[config.mk]
export PLATFORM = sky130hd
export DESIGN_NAME = gsp_ctrl
export DESIGN_NICKNAME = d
export VERILOG_FILES = /design/src/rtl/gsp_pkg.sv /design/src/rtl/gsp_ctrl.sv
export SDC_FILE = /design/constraint.sdc
export NUM_CORES = 1
export LEC_CHECK = 0
export ABC_CLOCK_PERIOD_IN_PS = 1700
export BUFFER_PORTS_ARGS = -buffer_cell sky130_fd_sc_hd__buf_2
export CORE_UTILIZATION = 44
export DETAILED_ROUTE_END_ITERATION = 10
export HOLD_SLACK_MARGIN = 0.03
export PLACE_DENSITY = 0.91
export SLEW_MARGIN = 20
export SYNTH_ARGS = -nofsm -noshare
export SYNTH_HDL_FRONTEND = slang
export SYNTH_SLANG_ARGS = --single-unit
[constraint.sdc]
create_clock -name clk -period 1.7 [get_ports clk]
set_input_delay 0.34 -clock clk [delete_from_list [all_inputs] [get_ports clk]]
set_output_delay 0.34 -clock clk [all_outputs]
set_load 0.02 [all_outputs]
[src/rtl/gsp_pkg.sv]
// ----------------------------------------------------------------------------
// gsp_pkg
// Types and constants shared by the shortest-path engine modules.
// ----------------------------------------------------------------------------
package gsp_pkg;

  localparam int NODE_AW   = 6;
  localparam int EDGE_AW   = 7;
  localparam int COORD_W   = 16;
  localparam int LEN_W     = 21;
  localparam int COST_W    = 32;
  localparam int RAD_W     = 44;
  localparam int ROOT_W    = 22;
  localparam int FRAC_BITS = 4;

  localparam logic [1:0] REQ_NODE   = 2'd0;
  localparam logic [1:0] REQ_EDGE   = 2'd1;
  localparam logic [1:0] REQ_PATH   = 2'd2;
  localparam logic [1:0] REQ_EXTENT = 2'd3;

  localparam logic [1:0] ST_OK      = 2'd0;
  localparam logic [1:0] ST_BADIDX  = 2'd1;
  localparam logic [1:0] ST_FULL    = 2'd2;
  localparam logic [1:0] ST_UNREACH = 2'd3;

  localparam logic [2:0] K_PLAIN   = 3'd0;
  localparam logic [2:0] K_NODE_ID = 3'd1;
  localparam logic [2:0] K_EDGE_ID = 3'd2;
  localparam logic [2:0] K_EXT     = 3'd3;
  localparam logic [2:0] K_PATH    = 3'd4;

  localparam logic [1:0] NA_A   = 2'd0;
  localparam logic [1:0] NA_B   = 2'd1;
  localparam logic [1:0] NA_IDX = 2'd2;

  localparam logic [1:0] ES_SCAN  = 2'd0;
  localparam logic [1:0] ES_PREV  = 2'd1;
  localparam logic [1:0] ES_STACK = 2'd2;

  typedef struct packed {
    logic       latch;
    logic       node_wr;
    logic [1:0] node_sel;
    logic       cap_a;
    logic       cap_diff;
    logic       mul_first;
    logic       mul_acc;
    logic       sqrt_go;
    logic       edge_wr;
    logic       ext_acc;
    logic       idx_clr;
    logic       idx_inc;
    logic       q_init;
    logic [1:0] edge_sel;
    logic       edge_chk;
    logic       edge_upd;
    logic       eidx_inc;
    logic       settle;
    logic       cost_idx;
    logic       sel_cmp;
    logic       sel_take;
    logic       bt_init;
    logic       bt_e;
    logic       bt_n;
    logic       em_init;
    logic       em_c;
    logic       em_out;
    logic       emit;
    logic [1:0] emit_status;
    logic [2:0] emit_kind;
  } cmd_t;

  typedef struct packed {
    logic [1:0] req_type;
    logic       node_full;
    logic       edge_full;
    logic       idx_bad;
    logic       few_nodes;
    logic       sqrt_done;
    logic       eidx_end;
    logic       idx_end;
    logic       idx_last;
    logic       sel_found;
    logic       sel_is_goal;
    logic       bt_done;
    logic       em_last;
  } sts_t;

endpackage

[src/rtl/gsp_ctrl.sv]
// ----------------------------------------------------------------------------
// gsp_ctrl
// Request sequencer: decodes a transaction and steps the datapath.
// ----------------------------------------------------------------------------
module gsp_ctrl import gsp_pkg::*; (
  input  logic clk,
  input  logic rst_n,
  input  logic start,
  output logic busy,
  input  sts_t sts,
  output cmd_t cmd
);

  localparam logic [4:0] S_IDLE     = 5'd0;
  localparam logic [4:0] S_DECODE   = 5'd1;
  localparam logic [4:0] S_RD_A     = 5'd2;
  localparam logic [4:0] S_RD_B     = 5'd3;
  localparam logic [4:0] S_DIFF     = 5'd4;
  localparam logic [4:0] S_MULX     = 5'd5;
  localparam logic [4:0] S_MULY     = 5'd6;
  localparam logic [4:0] S_SQ_GO    = 5'd7;
  localparam logic [4:0] S_SQ_WAIT  = 5'd8;
  localparam logic [4:0] S_EDGE_WR  = 5'd9;
  localparam logic [4:0] S_EXT_RD   = 5'd10;
  localparam logic [4:0] S_EXT_ACC  = 5'd11;
  localparam logic [4:0] S_EXT_OUT  = 5'd12;
  localparam logic [4:0] S_SCAN_RD  = 5'd13;
  localparam logic [4:0] S_SCAN_CHK = 5'd14;
  localparam logic [4:0] S_SCAN_UPD = 5'd15;
  localparam logic [4:0] S_SETTLE   = 5'd16;
  localparam logic [4:0] S_SEL_RD   = 5'd17;
  localparam logic [4:0] S_SEL_CMP  = 5'd18;
  localparam logic [4:0] S_SEL_END  = 5'd19;
  localparam logic [4:0] S_BT_INIT  = 5'd20;
  localparam logic [4:0] S_BT_RD    = 5'd21;
  localparam logic [4:0] S_BT_E     = 5'd22;
  localparam logic [4:0] S_BT_N     = 5'd23;
  localparam logic [4:0] S_EM_INIT  = 5'd24;
  localparam logic [4:0] S_EM_RD    = 5'd25;
  localparam logic [4:0] S_EM_E     = 5'd26;
  localparam logic [4:0] S_EM_C     = 5'd27;
  localparam logic [4:0] S_EM_OUT   = 5'd28;

  logic [4:0] state_r, state_nxt;

  assign busy = state_r != S_IDLE;

  always_comb begin
    cmd       = '0;
    state_nxt = state_r;
    case (state_r)
      S_IDLE: begin
        if (start) begin
          cmd.latch = 1'b1;
          state_nxt = S_DECODE;
        end
      end
      S_DECODE: begin
        state_nxt = S_IDLE;
        case (sts.req_type)
          REQ_NODE: begin
            cmd.emit = 1'b1;
            if (sts.node_full) begin
              cmd.emit_status = ST_FULL;
            end else begin
              cmd.node_wr   = 1'b1;
              cmd.emit_kind = K_NODE_ID;
            end
          end
          REQ_EDGE: begin
            if (sts.idx_bad) begin
              cmd.emit        = 1'b1;
              cmd.emit_status = ST_BADIDX;
            end else if (sts.edge_full) begin
              cmd.emit        = 1'b1;
              cmd.emit_status = ST_FULL;
            end else begin
              state_nxt = S_RD_A;
            end
          end
          REQ_PATH: begin
            if (sts.idx_bad) begin
              cmd.emit        = 1'b1;
              cmd.emit_status = ST_BADIDX;
            end else begin
              cmd.q_init = 1'b1;
              state_nxt  = S_SCAN_RD;
            end
          end
          default: begin
            if (sts.few_nodes) begin
              cmd.emit = 1'b1;
            end else begin
              cmd.idx_clr = 1'b1;
              state_nxt   = S_EXT_RD;
            end
          end
        endcase
      end
      S_RD_A: begin
        cmd.node_sel = NA_A;
        state_nxt    = S_RD_B;
      end
      S_RD_B: begin
        cmd.node_sel = NA_B;
        cmd.cap_a    = 1'b1;
        state_nxt    = S_DIFF;
      end
      S_DIFF: begin
        cmd.cap_diff = 1'b1;
        state_nxt    = S_MULX;
      end
      S_MULX: begin
        cmd.mul_first = 1'b1;
        state_nxt     = S_MULY;
      end
      S_MULY: begin
        cmd.mul_acc = 1'b1;
        state_nxt   = S_SQ_GO;
      end
      S_SQ_GO: begin
        cmd.sqrt_go = 1'b1;
        state_nxt   = S_SQ_WAIT;
      end
      S_SQ_WAIT: begin
        if (sts.sqrt_done) state_nxt = S_EDGE_WR;
      end
      S_EDGE_WR: begin
        cmd.edge_wr   = 1'b1;
        cmd.emit      = 1'b1;
        cmd.emit_kind = K_EDGE_ID;
        state_nxt     = S_IDLE;
      end
      S_EXT_RD: begin
        cmd.node_sel = NA_IDX;
        state_nxt    = S_EXT_ACC;
      end
      S_EXT_ACC: begin
        cmd.ext_acc = 1'b1;
        cmd.idx_inc = 1'b1;
        state_nxt   = sts.idx_last ? S_EXT_OUT : S_EXT_RD;
      end
      S_EXT_OUT: begin
        cmd.emit      = 1'b1;
        cmd.emit_kind = K_EXT;
        state_nxt     = S_IDLE;
      end
      S_SCAN_RD: begin
        cmd.edge_sel = ES_SCAN;
        state_nxt    = sts.eidx_end ? S_SETTLE : S_SCAN_CHK;
      end
      S_SCAN_CHK: begin
        cmd.edge_chk = 1'b1;
        state_nxt    = S_SCAN_UPD;
      end
      S_SCAN_UPD: begin
        cmd.edge_upd = 1'b1;
        cmd.eidx_inc = 1'b1;
        state_nxt    = S_SCAN_RD;
      end
      S_SETTLE: begin
        cmd.settle = 1'b1;
        state_nxt  = S_SEL_RD;
      end
      S_SEL_RD: begin
        cmd.cost_idx = 1'b1;
        state_nxt    = sts.idx_end ? S_SEL_END : S_SEL_CMP;
      end
      S_SEL_CMP: begin
        cmd.sel_cmp = 1'b1;
        cmd.idx_inc = 1'b1;
        state_nxt   = S_SEL_RD;
      end
      S_SEL_END: begin
        if (!sts.sel_found) begin
          cmd.emit        = 1'b1;
          cmd.emit_status = ST_UNREACH;
          state_nxt       = S_IDLE;
        end else begin
          cmd.sel_take = 1'b1;
          state_nxt    = sts.sel_is_goal ? S_BT_INIT : S_SCAN_RD;
        end
      end
      S_BT_INIT: begin
        cmd.bt_init = 1'b1;
        state_nxt   = S_BT_RD;
      end
      S_BT_RD: begin
        state_nxt = sts.bt_done ? S_EM_INIT : S_BT_E;
      end
      S_BT_E: begin
        cmd.bt_e     = 1'b1;
        cmd.edge_sel = ES_PREV;
        state_nxt    = S_BT_N;
      end
      S_BT_N: begin
        cmd.bt_n  = 1'b1;
        state_nxt = S_BT_RD;
      end
      S_EM_INIT: begin
        cmd.em_init = 1'b1;
        state_nxt   = S_EM_RD;
      end
      S_EM_RD: begin
        state_nxt = S_EM_E;
      end
      S_EM_E: begin
        cmd.edge_sel = ES_STACK;
        state_nxt    = S_EM_C;
      end
      S_EM_C: begin
        cmd.em_c  = 1'b1;
        state_nxt = S_EM_OUT;
      end
      S_EM_OUT: begin
        cmd.em_out    = 1'b1;
        cmd.emit      = 1'b1;
        cmd.emit_kind = K_PATH;
        state_nxt     = sts.em_last ? S_IDLE : S_EM_RD;
      end
      default: state_nxt = S_IDLE;
    endcase
  end

  always_ff @(posedge clk) begin
    if (!rst_n) begin
      state_r <= S_IDLE;
    end else begin
      state_r <= state_nxt;
    end
  end

endmodule

==> results of run 1 <==
[cells by family after synthesis]
logic type	after synthesis
compound gates	35
flops	5
buf+inv	23
xor+xnor	3
simple gates	80
mux	2
[timing repair]
| action | in CTS |
|---|---|
| cloned | 0 |
| setup buffers | 8 |
| gates resized for setup | 55 |
| setup endpoints to repair | 28 |
| hold buffers | 0 |
| pin swaps | 5 |
[stage by stage]
stage,hold WS [ns],worst slack (ns),std cells
after floorplan,0.4526,-0.09598,148
after CTS,0.3399,-0.1197,244
after detailed placement,0.6087,-0.01444,232
after global placement,0.5966,0.01095,232
[cells in the mapped netlist (2+ instances only)]
cell type	number
mux2i_1	2
nor2b_1	2
a211oi_1	2
xor2_1	2
buf_4	5
o21bai_1	2
o21ba_2	2
nand3_1	4
or2_2	2
nand2b_1	5
nor3b_1	2
and3_1	3
inv_1	5
nand2b_4	2
buf_2	8
nand2_1	15
nor2_1	21
o31ai_1	2
dfxtp_1	5
a41oi_1	2
o21a_1	4
nand3b_1	3
o21ai_0	8
nor3_1	15
a211o_1	2
buf_6	3
a31oi_1	2
==> flow_summary.json, run 1 <==
{
  "status": "aborted with a tool error",
  "stop_stage": "global routing (5_1_grt)",
  "firstError": "[ERROR DPL-0033] detailed placement checks failed during check placement.",
  "pin_count": 53,
  "worst_endpoint": "cmd[5]",
  "start_util_pct": 48.00,
  "synth_cell_types": 45,
  "synthArstFlopShare_pct": 0,
  "fp-row-count": 16,
  "synth_top_area_share_pct": 10.42,
  "synth_xor_area_share_pct": 2.734,
  "die_h_um": 48.73,
  "io_buffers": 52,
  "syn_nets": 165,
  "synth-adder-area-share_pct": 0,
  "die_w_um": 48.73,
  "synth-main-ff-cell": "dfxtp_1",
  "finalWeightedCongestion": 1.016,
  "cts-root-buf": "clkbuf_4",
  "synth_top_family_by_area": "simple AND/OR/NAND/NOR gates",
  "yosys-top-cells-area": "dfxtp_1 10%, nor2_1 8.2%, nor3_1 7.8%, nand2_1 5.9%, buf_2 4.2%",
  "synthMuxAreaShare_pct": 2.083,
  "grt_max_degree": 17,
  "yosysSeqAreaShare_pct": 10.42,
  "antenna_found_initial": 0,
  "clockBufferDepth": 2,
  "yosys.area.top_type": "dfxtp_1",
  "netlist_instances": 148,
  "numCtsBuffers": 3,
  "synth-simple-area-share_pct": 43.75,
  "endpoint_type": "top-level output",
  "ys_ff_latch": 5,
  "syn_area_sq_um": 960.9,
  "synth_edf_count": 0,
  "clock_sinks": 5,
  "ys_warn_count": 0,
  "place_hpwl_um": 2719,
  "synth_compound_area_share_pct": 26.69,
  "synth_area_per_cell_sq_um": 6.493,
  "cts_htree_levels": 1,
  "placed_cell_area_sq_um": 1388
}
==> inputs of run 2 (changes only) <==
CORE_AREA = 2 2 63 65   (was not set)
CORE_UTILIZATION = not set   (was 44)
DIE_AREA = 0 0 65 67   (was not set)
HOLD_SLACK_MARGIN = not set   (was 0.03)
PLACE_DENSITY = not set   (was 0.91)
PLACE_DENSITY_LB_ADDON = 0.15   (was not set)
==> flow_summary.json, run 2 <==
{
  "startpoint_type": "register",
  "antenna_found_initial": 0,
  "reg_top3": "state_r (5)",
  "multi_input_area_sq_um": 962.2,
  "cts_htree_levels": 1,
  "synth_edf_count": 0,
  "area_growth_pct": 109.5,
  "worstHoldStart": "rst_n",
  "fp-row-count": 22,
  "synth-main-ff-cell": "dfxtp_1",
  "postRouteAntennaNets": 0,
  "period_share_pct": 106.6,
  "wirelength_um": 4170,
  "drive_gt1_share_pct": 63.98,
  "ys_ff_latch": 5,
  "slew_headroom_pct": 71.87,
  "clock_sinks": 5,
  "antenna_cells": 0,
  "violations": "negative setup slack",
  "drt_iter0_markers": 37,
  "die_h_um": 67,
  "syn_nets": 165,
  "top_register": "state_r",
  "slew_violations": 0,
  "stdcell_area_sq_um": 2013,
  "dp.cells": 264,
  "final_nets": 254,
  "leakage_nw": 0.9147,
  "layout.cells.most_common_list": "45 x buf_4, 29 x buf_2, 25 x buf_6, 13 x nor2_1, 11 x nand2_1",
  "rsz0062_at_grt": "true",
  "tightest_slew_ns": 0.4188,
  "power-per-cell-area_nw_per_um2": 431.9,
  "grt_pass1_vias": 1268,
  "postLayoutCoreUtil_pct": 55.83,
  "dieArea_sq_um": 4355,
  "clockBufferDepth": 2,
  "synth_top_area_share_pct": 10.42,
  "grt_max_degree": 16,
  "register_area_sq_um": 118.9,
  "path_clk_slew_ns": 0.04,
  "grt_pass1_wl_um": 6016,
  "pin_count": 53,
  "overflow": 0,
  "finalWeightedCongestion": 0.8573,
  "die_w_um": 65,
  "criticalPathCategory": "reg2out",
  "io_buffers": 52,
  "status": "finished with violations",
  "r2r_slack_ns": 0.01,
  "min_to": "state_r[2]",
  "reg2regPathDepth": 6,
  "start_util_pct": 26.65,
  "cts-root-buf": "clkbuf_8",
  "avgRoutedWirePerCell_um": 14.68,
  "yosys-top-cells-area": "dfxtp_1 10%, nor2_1 8.2%, nor3_1 7.8%, nand2_1 5.9%, buf_2 4.2%",
  "worst-path-max-fanout": 6,
  "min_path_type": "in2reg",
  "layout_commonest_cell": "buf_4",
  "yosys.cell_count.top_type": "nor2_1",
  "viasPerCell": 4.989,
  "fillers": 336,
  "synth_cell_types": 45,
  "vias": 1417,
  "placed_cell_area_sq_um": 1496,
  "firstDrtPassIters": 4,
  "synthArstFlopShare_pct": 0,
  "critPathRequiredTime_ns": 1.36,
  "numCtsBuffers": 3,
  "insertion_delay_ns": 0.22,
  "fmax_mhz": 552.0,
  "synth_area_per_cell_sq_um": 6.493,
  "fin_cells": 284,
  "largest_register_ffs": 5,
  "skew_ns": 0.003303,
  "place_hpwl_um": 2928,
  "r2r-start": "state_r[2]",
  "timing.rr.end": "state_r[3]",
  "coreArea_sq_um": 3606,
  "synth_common_cells": "21 x nor2_1, 15 x nand2_1, 15 x nor3_1, 8 x buf_2, 8 x o21ai_0",
  "cts_tree": "yes",
  "crit_arrival_ns": 1.47,
  "hold_violations": 0,
  "hold_buffers": 0,
  "drv_cap": 0,
  "grtUsageTotal_pct": 17.52,
  "post-route-drc-count": 0,
  "worst_slack_ns": -0.1115,
  "vdd_drop_max_mv": 0.4014,
  "yosys.area.top_type": "dfxtp_1",
  "netlist_instances": 148,
  "yosysSeqAreaShare_pct": 10.42,
  "endpoint_kind": "primary output",
  "fin_crit_ns": 1.811,
  "whs_path_depth": 3,
  "setup_violations": 7,
  "syn_area_sq_um": 960.9,
  "dpl_worst_slack_ns": -0.04923,
  "p_total_mw": 0.8696,
  "ys_warn_count": 0
}
run 2: cell counts after synthesis:
No cell type changed its count.
run 2: cell type report:
cell class | instances | area share [%]
flip-flops and latches | 5 | 5.904
multi-input cells | 120 | 47.79
repair buffers | 101 | 39.71
well taps | 48 | 2.983
inverters | 6 | 1.367
clock buffers | 4 | 2.237
run 2: kinds of logic after synthesis:
kind of cell / synth area share, %
compound gates: 26.69
flops: 10.42
xor+xnor: 2.735
buf+inv: 14.32
mux: 2.083
simple gates: 43.75
run 2: worst max-delay path, stage by stage (launching register included):
cell	delay, ns
dfxtp_4	0.37
nor3b_4	0.22
nand2_2	0.11
buf_6	0.14
o31ai_2	0.23
buf_4	0.18
run 2: metrics by stage:
step	setup TNS, ns	hold WS (ns)
finish	-0.4190	0.3721
global route	-1.229	0.3707
global placement	-0.07546	0.6048
detailed placement	-0.08318	0.6046
CTS	-0.5604	0.3574
floorplan	-0.3154	0.4526
run 2: how the worst max path moves through the flow:
| stage | startpoint | to | slack (ns) | cells after the start |
|---|---|---|---|---|
| 2_1_floorplan | state_r[0] | cmd[1] | -0.1 | 4 |
| 3_3_place_gp | state_r[2] | state_r[3] | -0.04 | 5 |
| 3_5_place_dp | state_r[3] | cmd[0] | -0.05 | 5 |
| 4_1_cts | state_r[4] | cmd[4] | -0.10 | 5 |
| 5_1_grt | state_r[3] | cmd[4] | -0.18 | 5 |
| 6_report | state_r[3] | cmd[4] | -0.11 | 5 |
run 2: routing by layer:
metal / track usage (%) / wire [um] / vias up
li1: - / - / 701
met1: 24.77 / 1881 / 659
met2: 27.19 / 1981 / 51
met3: 2.703 / 259 / 6
met4: 5.053 / 48 / 0
met5: 0 / 0 / -
run 2: what timing repair did:
| item | in CTS | in global routing |
|---|---|---|
| resized for setup | 45 | 50 |
| setup buffers | 7 | 10 |
| setup endpoints to repair | 33 | 32 |
| pin swaps | 7 | 12 |
run 2: where the power goes:
part	internal, mW	switching (mW)	total (mW)
Clock	0.161	0.0604	0.222
Sequential	0.124	0.0165	0.140
Combinational	0.253	0.255	0.508
(Power assumes the default switching activity.)
==> inputs of run 3 (changes only) <==
==> constraint.sdc (replaced) <==
create_clock -name clk -period 1.7 [get_ports clk]
set_input_delay 0.34 -clock clk [delete_from_list [all_inputs] [get_ports clk]]
set_output_delay 0.34 -clock clk [all_outputs]
set_load 0.01 [all_outputs]
==> flow_summary.json, run 3 (synthesized netlist as in run 2, its figures left out) <==
{
  "top_register": "state_r",
  "fillers": 387,
  "place_hpwl_um": 2766,
  "leakage_nw": 0.8130,
  "p_sw_mw": 0.2834,
  "pwr-share-clk_pct": 28.3,
  "finalWeightedCongestion": 0.7924,
  "crit_arrival_ns": 1.49,
  "coreArea_sq_um": 3606,
  "slew_headroom_pct": 75.06,
  "path_clk_slew_ns": 0.04,
  "worstHoldStart": "rst_n",
  "swShare_pct": 36.24,
  "overflow": 0,
  "period_share_pct": 107.6,
  "dpl_worst_slack_ns": 0.03326,
  "drt_iter0_markers": 61,
  "postLayoutCoreUtil_pct": 47.78,
  "postRouteAntennaNets": 0,
  "cts_tree": "yes",
  "die_w_um": 65,
  "worst_slack_ns": -0.1298,
  "avgRoutedWirePerCell_um": 13.68,
  "cts_htree_levels": 1,
  "dieArea_sq_um": 4355,
  "status": "finished with violations",
  "tightest_slew_ns": 0.3688,
  "skew_ns": 0.007558,
  "post-route-drc-count": 0,
  "drv_cap": 0,
  "grt_pass1_wl_um": 5720,
  "min_path_type": "in2reg",
  "insertion_delay_ns": 0.22,
  "fin_crit_ns": 1.830,
  "vdd_drop_max_mv": 0.2685,
  "whs_path_depth": 2,
  "clock_sinks": 5,
  "critPathRequiredTime_ns": 1.36,
  "combPwrFrac_pct": 54.4,
  "startpoint_type": "register",
  "start_util_pct": 26.65,
  "clockBufferDepth": 2,
  "p_seq_share_pct": 17.3,
  "fmax_mhz": 546.5,
  "multi_input_area_sq_um": 867.1,
  "r2r-start": "state_r[2]",
  "violations": "negative setup slack",
  "layout.cells.most_common_list": "50 x buf_2, 30 x buf_4, 18 x nor2_1, 13 x nand2_1, 8 x buf_6",
  "numCtsBuffers": 3,
  "viasPerCell": 5.088,
  "area_growth_pct": 79.30,
  "reg2regPathDepth": 6,
  "antenna_cells": 0,
  "die_h_um": 67,
  "slew_violations": 0,
  "rsz0062_at_grt": "true",
  "pin_count": 53,
  "vias": 1394,
  "cts-root-buf": "clkbuf_8",
  "hold_violations": 0,
  "drive_gt1_share_pct": 57.96,
  "hold_buffers": 0,
  "firstDrtPassIters": 4,
  "wirelength_um": 3749,
  "final_nets": 244,
  "criticalPathCategory": "reg2out",
  "fp-row-count": 22,
  "register_area_sq_um": 106.4,
  "critPathLaunch": "state_r[3]",
  "setup_violations": 8,
  "grtUsageTotal_pct": 16.70,
  "endpoint_kind": "primary output",
  "reg_top3": "state_r (5)",
  "grt_pass1_vias": 1220,
  "power-per-cell-area_nw_per_um2": 453.8,
  "largest_register_ffs": 5,
  "io_buffers": 52,
  "worst-path-max-fanout": 3,
  "layout_commonest_cell": "buf_2",
  "p_int_mw": 0.4985,
  "antenna_found_initial": 0,
  "grt_max_degree": 15
}
run 3: changes by cell type in the layout (fill, tap and decap cells not counted), moves of 2 or more:
cell | previous run | this run
buf_4 | 45 | 30
nor2_2 | 5 | 2
nand2_1 | 11 | 13
buf_2 | 29 | 50
nor2_1 | 13 | 18
nor2_4 | 4 | 2
dfxtp_2 | 0 | 5
nand2_4 | 2 | 0
buf_6 | 25 | 8
dfxtp_4 | 5 | 0
run 3: metal layers:
metal / part of all wire [%] / up-vias / global-route usage, % / wire length, um
met2: 52 / 50 / 29.90 / 1954
met3: 4.6 / 6 / 1.351 / 173
met5: 0 / - / 0 / 0
met4: 1.3 / 0 / 4.787 / 50
li1: - / 680 / - / -
met1: 42 / 658 / 21.25 / 1571
run 3: path summary, 6_finish.rpt:
check	to	slack, ns
max	cmd[5]	-0.13
min	state_r[3]	0.37
max reg2reg	state_r[3]	0.08
min reg2reg	state_r[4]	0.68
run 3: critical path, cell delays in order, from the launching register on:
cell and delay, ns:
dfxtp_2 0.33, buf_6 0.11, nand3b_1 0.19, or3_4 0.37
o211ai_1 0.11, buf_2 0.16
run 3: final cells by class:
class | count | share of cell area [%]
multi-input cells | 120 | 50.33
repair buffers | 91 | 35.73
flip-flops and latches | 5 | 6.173
well taps | 48 | 3.486
clock buffers | 4 | 2.614
inverters | 6 | 1.670
run 3: timing repair:
| action | CTS | global route |
|---|---|---|
| pin swaps | 2 | 9 |
| endpoints found under the setup margin | 22 | 34 |
| setup buffers | 6 | 9 |
| cloned | 0 | 1 |
| resized for setup | 17 | 30 |
run 3: power groups by stage:
stage                     clock network, mW  logic [mW]  registers, mW
after floorplan                           0       0.198          0.133
after global placement                    0       0.319          0.132
after detailed placement                  0       0.321          0.132
after CTS                             0.223       0.356          0.132
after global routing                  0.237       0.461          0.137
final                                 0.221       0.425          0.135
run 3: through the flow:
step,power [mW],area [sq um],setup TNS [ns],std cells,hold WS [ns]
2_1_floorplan,0.3309,980.9,-0.06916,148,0.4526
3_3_place_gp,0.4506,1379,0,255,0.6047
3_5_place_dp,0.4525,1379,0,255,0.6150
4_1_cts,0.7106,1534,-0.5777,265,0.3749
5_1_grt,0.8348,1723,-1.093,274,0.3954
6_report,0.7819,1723,-0.3592,274,0.3745
